<file path="src/rtl/core/fpcm_pkg.sv">
// Package for the float-to-PCM converter: beat payload types, format codes
// and the scale constants for each output format. No dependencies.
package fpcm_pkg;

  // Output format codes held in the configuration register.
  typedef enum logic [1:0] {
    FMT_S32 = 2'd0,
    FMT_S24 = 2'd1,
    FMT_S16 = 2'd2,
    FMT_RSV = 2'd3
  } fmt_t;

  localparam int FmtWidth = 2;

  // Positive limits of each format.
  localparam logic signed [31:0] LimS32 = 32'sd2147483647;
  localparam logic signed [31:0] LimS24 = 32'sd16777215;
  localparam logic signed [31:0] LimS16 = 32'sd32767;

  // Scales normalized into [2^23, 2^24) with their binary exponent offset.
  localparam logic [23:0] ScaleS32 = 24'h800000;   // 2^31 = 2^23 * 2^8
  localparam logic [23:0] ScaleS24 = 24'hFFFFFF;   // 2^24 - 1
  localparam logic [23:0] ScaleS16 = 24'hFFFE00;   // 32767 * 2^9

  typedef struct packed {
    logic [31:0] sample_bits;
    logic        end_of_buffer;
  } in_beat_t;

  typedef struct packed {
    logic signed [31:0] pcm_value;
    logic               end_of_buffer_out;
  } out_beat_t;

endpackage

</file>
<file path="src/rtl/core/float_to_pcm_saturating_converter_top.sv">
// Float-to-PCM converter, top level: input register, one combinational
// conversion pass, result register. Depends on fpcm_pkg.
// An accepted beat goes from the input register to the result register.
// Throughput: one beat per cycle while not stalled; the single 24x24 product
// sets the path. Reset (synchronous, rst_n low) clears both valid flags and
// sets the format register to signed 32-bit.
module float_to_pcm_saturating_converter_top
  import fpcm_pkg::*;
(
  input  logic                clk,
  input  logic                rst_n,
  input  logic                in_valid,
  output logic                in_stall,
  input  in_beat_t            in_data,
  output logic                out_valid,
  input  logic                out_stall,
  output out_beat_t           out_data,
  input  logic                cfg_wr_en,
  input  logic [FmtWidth-1:0] cfg_wr_data
);

  logic      s1_valid_r;
  in_beat_t  s1_data_r;
  logic      out_valid_r;
  out_beat_t out_data_r;
  out_beat_t out_data_nxt;
  fmt_t      fmt_r;
  logic      advance;
  logic      s1_load;

  // The result register moves whenever it is free or drained; the input
  // register also fills whenever it is empty.
  assign advance  = !out_valid_r || !out_stall;
  assign s1_load  = advance || !s1_valid_r;
  assign in_stall = !s1_load;

  // Field decode of the registered sample.
  logic        sgn;
  logic [7:0]  exp_f;
  logic [22:0] frac;
  logic [23:0] mant;
  logic [23:0] scale;
  logic signed [4:0]  scale_off;
  logic signed [31:0] lim;
  logic [47:0] prod;
  logic [23:0] rmant;
  logic        guard;
  logic        sticky;
  logic [24:0] rnd;
  logic signed [10:0] shamt;
  logic [10:0] nshamt;
  logic [33:0] mag;
  logic        is_nan;
  logic        over_one;

  always_comb begin
    sgn   = s1_data_r.sample_bits[31];
    exp_f = s1_data_r.sample_bits[30:23];
    frac  = s1_data_r.sample_bits[22:0];
    mant  = {1'b1, frac};

    case (fmt_r)
      FMT_S32: begin
        scale = ScaleS32; scale_off = 5'sd8;  lim = LimS32;
      end
      FMT_S24: begin
        scale = ScaleS24; scale_off = 5'sd0;  lim = LimS24;
      end
      default: begin
        scale = ScaleS16; scale_off = -5'sd9; lim = LimS16;
      end
    endcase

    // Product normalized to 24 bits, rounded to nearest even.
    prod = mant * scale;
    if (prod[47]) begin
      rmant  = prod[47:24];
      guard  = prod[23];
      sticky = |prod[22:0];
    end else begin
      rmant  = prod[46:23];
      guard  = prod[22];
      sticky = |prod[21:0];
    end
    rnd = {1'b0, rmant} + {24'd0, guard && (sticky || rmant[0])};

    // Binary point position of the rounded mantissa.
    shamt = $signed({3'b000, exp_f}) + (prod[47] ? 11'sd24 : 11'sd23)
            - 11'sd150 + 11'(scale_off);
    nshamt = 11'(-shamt);
    if (!shamt[10]) begin
      mag = {9'd0, rnd} << shamt[3:0];
    end else if (nshamt > 11'd24) begin
      mag = '0;
    end else begin
      mag = {9'd0, rnd >> nshamt[4:0]};
    end

    is_nan   = (exp_f == 8'hFF) && (frac != '0);
    over_one = (exp_f > 8'd127) || ((exp_f == 8'd127) && (frac != '0));

    // Special cases first, then saturation of the magnitude to the 32-bit range.
    // Zero and subnormal inputs scale to less than one.
    if (is_nan) begin
      out_data_nxt.pcm_value = '0;
    end else if (over_one) begin
      out_data_nxt.pcm_value = sgn ? -lim : lim;
    end else if (exp_f == 8'd0) begin
      out_data_nxt.pcm_value = '0;
    end else if (mag[33:31] != 3'd0) begin
      out_data_nxt.pcm_value = sgn ? 32'sh80000000 : LimS32;
    end else begin
      out_data_nxt.pcm_value = sgn ? -$signed(mag[31:0]) : $signed(mag[31:0]);
    end
    out_data_nxt.end_of_buffer_out = s1_data_r.end_of_buffer;
  end

  // Control registers and the format register.
  always_ff @(posedge clk) begin
    if (!rst_n) begin
      s1_valid_r  <= 1'b0;
      out_valid_r <= 1'b0;
      fmt_r       <= FMT_S32;
    end else begin
      if (s1_load) begin
        s1_valid_r <= in_valid;
      end
      if (advance) begin
        out_valid_r <= s1_valid_r;
      end
      if (cfg_wr_en) begin
        fmt_r <= fmt_t'(cfg_wr_data);
      end
    end
  end

  // Payload registers.
  always_ff @(posedge clk) begin
    if (s1_load) begin
      s1_data_r <= in_data;
    end
    if (advance) begin
      out_data_r <= out_data_nxt;
    end
  end

  assign out_valid = out_valid_r;
  assign out_data  = out_data_r;

endmodule

</file>
<file path="config.mk">
export PLATFORM = sky130hd
export DESIGN_NAME = float_to_pcm_saturating_converter_top
export DESIGN_NICKNAME = d
export VERILOG_FILES = /design/src/rtl/core/fpcm_pkg.sv /design/src/rtl/core/float_to_pcm_saturating_converter_top.sv
export SDC_FILE = /design/constraint.sdc
export NUM_CORES = 1
export LEC_CHECK = 0
export CELL_PAD_IN_SITES_DETAIL_PLACEMENT = 0
export CELL_PAD_IN_SITES_GLOBAL_PLACEMENT = 1
export CORE_MARGIN = 2
export CORE_UTILIZATION = 42
export CTS_CLUSTER_DIAMETER = 50
export DETAILED_ROUTE_END_ITERATION = 6
export DONT_BUFFER_PORTS = 1
export GPL_TIMING_DRIVEN = 0
export HOLD_SLACK_MARGIN = 0.12
export PLACE_DENSITY = 0.75
export SLEW_MARGIN = 5
export SYNTH_ARGS = -nofsm -noshare
export SYNTH_HDL_FRONTEND = slang
export SYNTH_SLANG_ARGS = --single-unit
export TNS_END_PERCENT = 5
</file>
<file path="constraint.sdc">
create_clock -name clk -period 18.7 [get_ports clk]
set_clock_uncertainty 0.2 [all_clocks]
set_input_delay 0.935 -clock clk [delete_from_list [all_inputs] [get_ports clk]]
set_output_delay 0.935 -clock clk [all_outputs]
set_load 0.01 [all_outputs]
</file>
==> metrics.md, run 1 <==
| Metric | Value |
|---|---|
| Min-delay src | `out_data_nxt[0]` |
| Post-layout minimum cycle time | `17980 ps` |
| Largest family of logic cells by synthesized area | `adder cells` |
| IO buf count | `0` |
| Outcome | `finished, final reports clean` |
| Inserted Clock Buffers | `9` |
| Simple-gate portion of the synthesized area | `0.173` |
| Detail Route Antenna Nets | `0` |
| Largest cells by area after synthesis | `fa_1 (30%), ha_1 (9.4%), edfxtp_1 (8.0%)` |
| Compound-cell area share of the yosys netlist | `0.191` |
| Routability congestion estimate from global placement | `approximately 1.0` |
| RR Startpoint | `fmt_r[1]` |
| Tot GR Track Use | `0.329` |
| Sequential fraction of the synthesis area | `0.0835` |
| Main synth FF type | `edfxtp_1` |
| Setup tns final | `0 ps` |
| WL final | `98100 um` |
| Post-Layout Cell Count | `3655` |
| Cell accounting for the most synthesized area | `fa_1` |
| Data required, critical path | `approximately 19000 ps` |
| CTS tree | `built` |
| Root Driver | `clkbuf_16` |
| Detailed Routing Iterations Pass 1 | `6` |
| Final hold violations | `0` |
| Fraction of layout cells with a size suffix above 1 | `0.0630` |
| Synth Area in Adders | `0.395` |
| DR iter-0 viols | `approximately 2.6k` |
| Number of core rows | `88` |
| First-pass GRT wire length | `approximately 150000 um` |
| Die Y | `roughly 250 um` |
| Post-synthesis async set-or-reset flop share | `0` |
| Post-Syn Area per Cell | `8.60 um^2` |
| Final period util | `0.961` |
| Placement Cell Area | `25700 um^2` |
| Max Fclk | `approximately 56 MHz` |
| Crit. End Element | `flop` |
| Distinct cells, synth | `125` |
| Global route overflow | `0` |
| CTS sink cnt | `70` |
| Slowest cell delay on critical path | `just under 700 ps` |
| Via/cell ratio | `slightly above 6` |
| Commonest cells post-synth | `inv_1 (512), fa_1 (371), nand2_1 (229)` |
| Die area | `60700 um^2` |
| CP arrival | `17880 ps` |
| Final net count | `about 3.5k` |
| Antenna violations before repair | `2` |
| Pin count of the biggest net entering global routing | `34` |
| Clock Latency Late Sink | `370 ps` |
| DR WL/cell | `26.8 um` |
| Crit. Startpoint | `fmt_r[1]` |
| CP max FO | `11` |
| Post-Synthesis Cells | `2869` |
| H-tree depth | `3` |
| I/O pin count | `75` |
| Core area | `approximately 58000 um^2` |
| Post-detail-place hpwl | `84300 um` |
| Clock buffer depth | `2` |
| YS warnings | `0` |
| Maxcap violations | `0` |
| Drt drc | `0` |
| Syn Nets | `3465` |
| Post-route cell area | `26000 um^2` |
| Count leader, synth | `inv_1` |
| Area grow syn2layout | `5.54%` |
| Hold_buf cts | `0` |
| Startpoint types | `flop` |
| Slew Limit Fails | `0` |
| # setup viols final | `0` |
| Slew margin rel. | `0.148` |
| Slew @ Worst Pin | `roughly 1300 ps` |
| Worst hold path type | `flop to flop` |
| RSZ-0062 raised after global routing | `false` |
| Synth Cell Area | `24700 um^2` |
| Post-synth EDFFs | `between 60 and 70` |
| Critical path's slowest cell | `fa_1` |
| Post-synthesis mux area share | `0.0290` |
| Number of global-route vias before repair | `around 23k` |
| Via count | `about 23k` |
| Starting Density | `0.426` |
| Yosys top cell area share | `0.301` |
| Register bit total from synthesis | `70` |
| Crit path kind | `flop to flop` |
| Dpl cells | `3636` |
| Post-Synth XOR/XNOR Area | `0.0297` |
| Die X | `246 um` |
| Clk pin slew, worst setup/hold paths | `60 ps` |
==> critical path, delay by kind of cell, from the launching register on <==
family | cells | cell delay [ps]
AND/OR/NAND/NOR | 9 | 2420
flip-flops | 1 | 390
AO/OA/AOI/OAI | 7 | 2490
buffers and inverters | 20 | 5740
adder cells (fa/ha/maj) | 11 | 5480
XOR/XNOR | 1 | 490
multiplexers | 1 | 380
==> logic make-up after synthesis <==
kind of cell | Yosys count
fa+ha+maj | 556
xor+xnor | 82
flops | 70
buf+inv | 633
simple gates | 818
mux | 58
compound gates | 652
==> cell usage in the layout, fill, tap and decap left out, types with 16 or more instances in the layout <==
| master | netlist | final |
|---|---|---|
| xor2_1 | 28 | 28 |
| nand4_1 | 46 | 46 |
| a21oi_1 | 129 | 129 |
| buf_2 | 24 | 24 |
| edfxtp_1 | 66 | 66 |
| inv_1 | 512 | 512 |
| o21ai_0 | 85 | 85 |
| o21ai_1 | 18 | 18 |
| and4_1 | 16 | 16 |
| nand2_1 | 229 | 228 |
| nor4_1 | 34 | 33 |
| nor2_1 | 156 | 156 |
| ha_1 | 185 | 184 |
| and3_1 | 27 | 27 |
| and2_1 | 35 | 35 |
| mux2i_1 | 39 | 38 |
| xnor2_1 | 52 | 50 |
| clkbuf_1 | 80 | 67 |
| fa_1 | 371 | 371 |
| o211ai_1 | 38 | 38 |
| or3_1 | 28 | 28 |
| a211o_1 | 16 | 16 |
| o21a_1 | 20 | 20 |
| a21o_1 | 34 | 34 |
| or2_2 | 16 | 16 |
| nor3_1 | 77 | 77 |
| o2111ai_1 | 16 | 16 |
| a31oi_1 | 30 | 30 |
| a211oi_1 | 30 | 30 |
| nand3_1 | 63 | 62 |
| o22ai_1 | 22 | 22 |
==> per-stage QoR <==
step	utilization	hold slack, ps	setup WS [ps]
2_1_floorplan	-	200	4800
3_3_place_gp	0.443	213	-1070
3_5_place_dp	0.444	236	-1110
4_1_cts	0.449	251	66.2
5_1_grt	0.450	258	167
6_report	0.450	233	722
==> worst paths after layout <==
path                  end  cells after the start  slack (ps)
max          out_data[31]                     49         720
min           out_data[0]                      0         230
max reg2reg  out_data[31]                     49         720
min reg2reg   out_data[0]                      0         230
==> cell type report <==
class | count | area, um^2
clock inverter | 7 | 77.6
inverter | 516 | 1940
fill | 5832 | 31900
multi-input combinational | 2166 | 20200
buffer | 115 | 512
timing repair buffer | 4 | 42.5
antenna | 3 | 7.51
tap | 765 | 957
sequential | 70 | 2060
clock buffer | 9 | 225
==> sequential cells by signal, summed over array words and instances (netlist names) <==
name and flops:
frac 23, out_data_nxt 1, out_valid 1, s1_data_r 1, out_data 33, exp_f 8, fmt_r 2, s1_valid_r 1
==> per-layer routing <==
metal	vias up	GRT usage	share of wire
met5	-	0	0
met4	0	0.0650	0.019
met3	108	0.109	0.12
met2	1173	0.470	0.41
met1	11339	0.481	0.45
li1	10030	-	-
==> what timing repair did <==
| item | CTS | global route |
|---|---|---|
| pin swaps | 0 | 1 |
| gates resized for setup | 8 | 14 |
| buffers inserted | 0 | 2 |
| setup endpoints to repair | 28 | 28 |
Power of run 1 is left out: the tool's default activity adds up to more than one toggle a clock period on the data nets, which glitch-free logic cannot reach.
==> run 2: changes to the inputs <==
==> constraint.sdc (replaced) <==
create_clock -name clk -period 19.3 [get_ports clk]
set_clock_uncertainty 0.2 [all_clocks]
set_input_delay 0.965 -clock clk [delete_from_list [all_inputs] [get_ports clk]]
set_output_delay 0.965 -clock clk [all_outputs]
set_load 0.01 [all_outputs]
==> run 2 against run 1 <==
  * Cell count barely moved
  * Wire length fell by 0.25%
  * Count of clock-buffer cells in the layout did not move
  * Worst hold slack lost 0.68 ps
  * Sequential cell count stayed put
  * Critical path depth fell by 2
  * Sequential share of layout area is essentially flat
  * Utilization barely moved
  * Non-clock buffer count up 1
  * Register-to-register slack gained 20 ps
  * Largest cell class unchanged
  * Final area hardly changed
  * Via count up 0.61%
==> metrics.md, run 2 (synthesis gave the netlist of run 1 again) <==
| Metric | Value |
|---|---|
| CTS tree | `built` |
| Max Fclk | `53.9 MHz (-3.1%)` |
| Detail Route Antenna Nets | `0 (unchanged)` |
| Antenna violations before repair | `2 (unchanged)` |
| Final hold violations | `0 (unchanged)` |
| Data required, critical path | `19210 ps (+600 ps)` |
| Util after Layout | `0.449 (about the same)` |
| Register Area | `2060 um^2 (unchanged)` |
| N_diodes | `0 (-3)` |
| Clock buffer depth | `2 (unchanged)` |
| Number of core rows | `88 (unchanged)` |
| DR WL/cell | `26.8 um (-0.20%)` |
| Routability congestion estimate from global placement | `1.00 (unchanged)` |
| Detailed Routing Iterations Pass 1 | `6 (unchanged)` |
| Starting Density | `0.426 (unchanged)` |
| Global route overflow | `0 (unchanged)` |
| Critical path's slowest cell | `fa_1` |
| IO buf count | `0 (unchanged)` |
| Post-detail-place hpwl | `84300 um (unchanged)` |
| CP most frequent cell | `clkbuf_1` |
| Outcome | `finished, final reports clean` |
| I/O pin count | `75 (unchanged)` |
| Pin count of the biggest net entering global routing | `34 (unchanged)` |
| WP buf/inv | `19 (-5.0%)` |
| FILL cells | `5839 (+0.12%)` |
| Top Family by Delay on Critical Path | `buffers and inverters` |
| Slew margin rel. | `0.112 (-0.0365)` |
| # setup viols final | `0 (unchanged)` |
| Die X | `246 um (unchanged)` |
| Core area | `57900 um^2 (unchanged)` |
| Final period util | `0.961 (about the same)` |
| Number of global-route vias before repair | `22.7k (+0.097%)` |
| DR iter-0 viols | `2482 (-4.6%)` |
| Root Driver | `clkbuf_16` |
| Commonest cells after routing, fill and taps aside | `inv_1 (512), fa_1 (371), nand2_1 (228)` |
| Final net count | `3479 (+0.029%)` |
| Slew Limit Fails | `0 (unchanged)` |
| H-tree depth | `3 (unchanged)` |
| Slew @ Worst Pin | `1330 ps (+63.9 ps)` |
| Clock Latency Late Sink | `370 ps (about the same)` |
| Fraction of layout cells with a size suffix above 1 | `0.0602 (-0.00279)` |
| Inserted Clock Buffers | `9 (unchanged)` |
| CP max FO | `19 (+8)` |
| WL final | `97900 um (-0.25%)` |
| Slowest cell delay on critical path | `750 ps (+70 ps)` |
| Via count | `22.8k (+0.61%)` |
| Area grow syn2layout | `5.48% (about the same)` |
| Post-layout minimum cycle time | `18550 ps (+575 ps)` |
| Maxcap violations | `0 (unchanged)` |
| Startpoint types | `flop` |
| Worst hold path type | `flop to flop` |
| Crit. End Element | `flop` |
| Multi-input logic area | `20200 um^2 (about the same)` |
| First-pass GRT wire length | `147000 um (+0.29%)` |
| CTS sink cnt | `70 (unchanged)` |
| Via/cell ratio | `6.24 (+0.66%)` |
| Final hold slack | `232 ps (-0.679 ps)` |
| Crit path kind | `flop to flop` |
| Tot GR Track Use | `0.328 (-0.000775)` |
| CP arrival | `18460 ps (+580 ps)` |
| RSZ-0062 raised after global routing | `false` |
| Drt drc | `0 (unchanged)` |
| Max FFs per register | `33 (unchanged)` |
| Clk pin slew, worst setup/hold paths | `70 ps (about the same)` |
| Die Y | `246 um (unchanged)` |
| Most common cell after layout, fill and taps aside | `inv_1` |
| Die area | `60700 um^2 (unchanged)` |
-- run 2: worst paths after layout --
| check | from | end | slack [ps] | cells past startpoint |
|---|---|---|---|---|
| worst min-delay path | out_data_nxt[0] | out_data[0] | 230 | 0 |
| worst max register to register | fmt_r[1] | out_data[31] | 750 | 47 |
| worst min register to register | out_data_nxt[0] | out_data[0] | 230 | 0 |
| worst max-delay path | fmt_r[1] | out_data[31] | 750 | 47 |
-- run 2: stage by stage --
step,instances,setup WS [ps],setup TNS (ps),cell area (um^2)
floorplan,2869,5400,0,24700
global placement,3634,-470,-3210,25600
detailed placement,3636,-514,-3920,25700
CTS,3651,554,0,26000
global route,3653,116,0,26000
finish,3653,747,0,26000
-- run 2: layer usage --
metal | part of all wire | up-vias | track usage
met5 | 0.0011 | - | 0.0131
met4 | 0.020 | 2 | 0.0675
met2 | 0.41 | 1176 | 0.467
li1 | - | 10026 | -
met3 | 0.11 | 106 | 0.0866
met1 | 0.46 | 11478 | 0.493
-- run 2: worst register-to-register path, delay by kind of cell (launching register included) --
family	cells	cell delay (ps)
AOI/OAI and AO/OA	5	1950
adders and majority gates	12	5400
and+or+nand+nor	9	2370
muxes	1	380
xor gates and xnor gates	1	290
buffers and inverters	19	7220
DFF	1	490
-- run 2: what timing repair did --
action / CTS / global route
endpoints found under the setup margin: 15 / 15
gates resized for setup: 2 / 10
buffers inserted: 0 / 2
pin swaps: 0 / 1
hold buffers: 0 / 0
-- run 2: area by class of cell --
class                   count  area share
multi-input cells        2166       0.777
flip-flops and latches     70      0.0792
inverters                 516      0.0744
well taps                 765      0.0368
plain buffers             116      0.0195
clock buffers               9     0.00865
clock inverters             7     0.00298
repair buffers              4     0.00163
Power of run 2 is left out for the same reason.
==> run 3: changes to the inputs <==
--- a/config.mk
+++ b/config.mk
@@ -12,7 +12,6 @@
 export CTS_CLUSTER_DIAMETER = 50
 export DETAILED_ROUTE_END_ITERATION = 6
 export DONT_BUFFER_PORTS = 1
-export GPL_TIMING_DRIVEN = 0
 export HOLD_SLACK_MARGIN = 0.12
 export PLACE_DENSITY = 0.75
 export SLEW_MARGIN = 5
==> run 3 against run 2 <==
  * Critical path depth increased by 1
  * Maximum frequency grew 10%
  * Register-to-register slack gained 1700 ps
  * Final area decreased by 1.1%
  * Setup slack better by 1700 ps
  * Sequential cell count unchanged
  * Non-clock buffer count decreased by 86
  * Utilization decreased by 0.48 points
  * Sequential share of layout area increased by 0.086 points
  * Via count decreased by 2.8%
  * Wire length fell by 6.8%
==> metrics.md, run 3 (synthesis gave the netlist of run 1 again) <==
| Metric | Value |
|---|---|
| Outcome | `finished, final reports clean` |
| Multi-input logic area | `20200 um^2 (+0.11%)` |
| Die X | `246 um (unchanged)` |
| Hold_buf cts | `0 (unchanged)` |
| Tot GR Track Use | `0.308 (-0.0201)` |
| CP max FO | `43 (+24)` |
| Data required, critical path | `19230 ps (+20 ps)` |
| Post-layout minimum cycle time | `16850 ps (-1700 ps)` |
| Routability congestion estimate from global placement | `1.01 (+0.65%)` |
| Commonest cells after routing, fill and taps aside | `inv_1 (512), fa_1 (371), nand2_1 (229)` |
| I/O pin count | `75 (unchanged)` |
| # setup viols final | `0 (unchanged)` |
| DR WL/cell | `25.6 um (-4.6%)` |
| Via/cell ratio | `6.21 (-0.51%)` |
| Number of global-route vias before repair | `22.4k (-1.1%)` |
| Antenna violations before repair | `1 (-1)` |
| Post-route cell area | `25800 um^2 (-1.1%)` |
| RSZ-0062 raised after global routing | `false` |
| Inserted Clock Buffers | `9 (unchanged)` |
| CP arrival | `16780 ps (-1680 ps)` |
| Final period util | `0.873 (-0.0881)` |
| Slew @ Worst Pin | `1370 ps (+34.1 ps)` |
| Die Y | `246 um (unchanged)` |
| First-pass GRT wire length | `140000 um (-4.8%)` |
| Post-CTS setup buffer count | `0 (unchanged)` |
| Die area | `60700 um^2 (unchanged)` |
| Max Fclk | `59.3 MHz (+10%)` |
| Max FFs per register | `33 (unchanged)` |
| WL final | `91200 um (-6.8%)` |
| H-tree depth | `3 (unchanged)` |
| Via count | `22.2k (-2.8%)` |
| Global route overflow | `0 (unchanged)` |
| Setup tns final | `0 ps (unchanged)` |
| Pin count of the biggest net entering global routing | `64 (+88%)` |
| Post-detail-place hpwl | `77200 um (-8.4%)` |
| Starting Density | `0.426 (unchanged)` |
| Post-CTS resize count | `0 (-2)` |
| Critical path's slowest cell | `dfxtp_1` |
| WP buf/inv | `12 (-7)` |
| Clk pin slew, worst setup/hold paths | `70 ps (about the same)` |
| Slowest cell delay on critical path | `740 ps (about the same)` |
| Register Area | `2060 um^2 (unchanged)` |
| CTS tree | `built` |
| FILL cells | `5836 (-0.051%)` |
| IO buf count | `0 (unchanged)` |
| Final net count | `3393 (-2.5%)` |
| Top Family by Delay on Critical Path | `adder cells` |
| Detail Route Antenna Nets | `0 (unchanged)` |
| Drt drc | `0 (unchanged)` |
| CP most frequent cell | `inv_1` |
| Most common cell after layout, fill and taps aside | `inv_1` |
| CTS sink cnt | `70 (unchanged)` |
| Fraction of layout cells with a size suffix above 1 | `0.0607 (+0.000422)` |
| Maxcap violations | `0 (unchanged)` |
| Startpoint types | `flop` |
| DR iter-0 viols | `2344 (-5.6%)` |
| Final hold violations | `0 (unchanged)` |
| Root Driver | `clkbuf_16` |
| Clock Latency Late Sink | `370 ps (about the same)` |
| Area grow syn2layout | `4.34%` |
| Crit path kind | `flop to flop` |
| Slew Limit Fails | `0 (unchanged)` |
| Detailed Routing Iterations Pass 1 | `6 (unchanged)` |
| Slew margin rel. | `0.0804 (-0.0311)` |
| Worst hold path type | `flop to flop` |
| Crit. End Element | `flop` |
| Number of core rows | `88 (unchanged)` |
| Placement Cell Area | `25500 um^2 (-0.89%)` |
| Clock buffer depth | `2 (unchanged)` |
| Core area | `57900 um^2 (unchanged)` |
## run 3: changes by cell type in the layout (fill, tap and decap cells not counted), moves of 3 or more
cell,previous run,this run
clkbuf_2,3,0
clkbuf_1,75,0
buf_1,6,0
buf_2,24,0
buf_4,8,34
## run 3: layout make-up
cell class	count	area share
multi-input cells	2166	0.786
flip-flops and latches	70	0.0801
repair buffers	34	0.00991
diodes	2	0.000194
well taps	765	0.0372
clock inverters	7	0.00248
clock buffers	9	0.00875
inverters	516	0.0752
## run 3: final timing paths
kind / start / end / slack (ps) / cells past startpoint
max: fmt_r[1] / out_data[31] / 2450 / 48
min: out_data_nxt[0] / out_data[0] / 230 / 0
min reg2reg: out_data_nxt[0] / out_data[0] / 230 / 0
max reg2reg: fmt_r[1] / out_data[31] / 2450 / 48
## run 3: through the flow
step | hold slack (ps) | util | setup slack, ps | std cells
6_report | 235 | 0.445 | 2450 | 3569
3_3_place_gp | 216 | 0.440 | 2910 | 3551
3_5_place_dp | 215 | 0.440 | 2660 | 3551
5_1_grt | 243 | 0.445 | 1380 | 3568
4_1_cts | 239 | 0.445 | 2600 | 3567
2_1_floorplan | 200 | - | 5400 | 2869
## run 3: per-layer routing
layer,up-vias,GRT usage,share of wire,routed length [um]
met5,-,0,0,0
met4,0,0.0599,0.017,1550
met3,102,0.0643,0.093,8500
met2,1003,0.456,0.43,38900
met1,11194,0.461,0.46,42300
li1,9852,-,-,-
Power of run 3 is left out for the same reason.
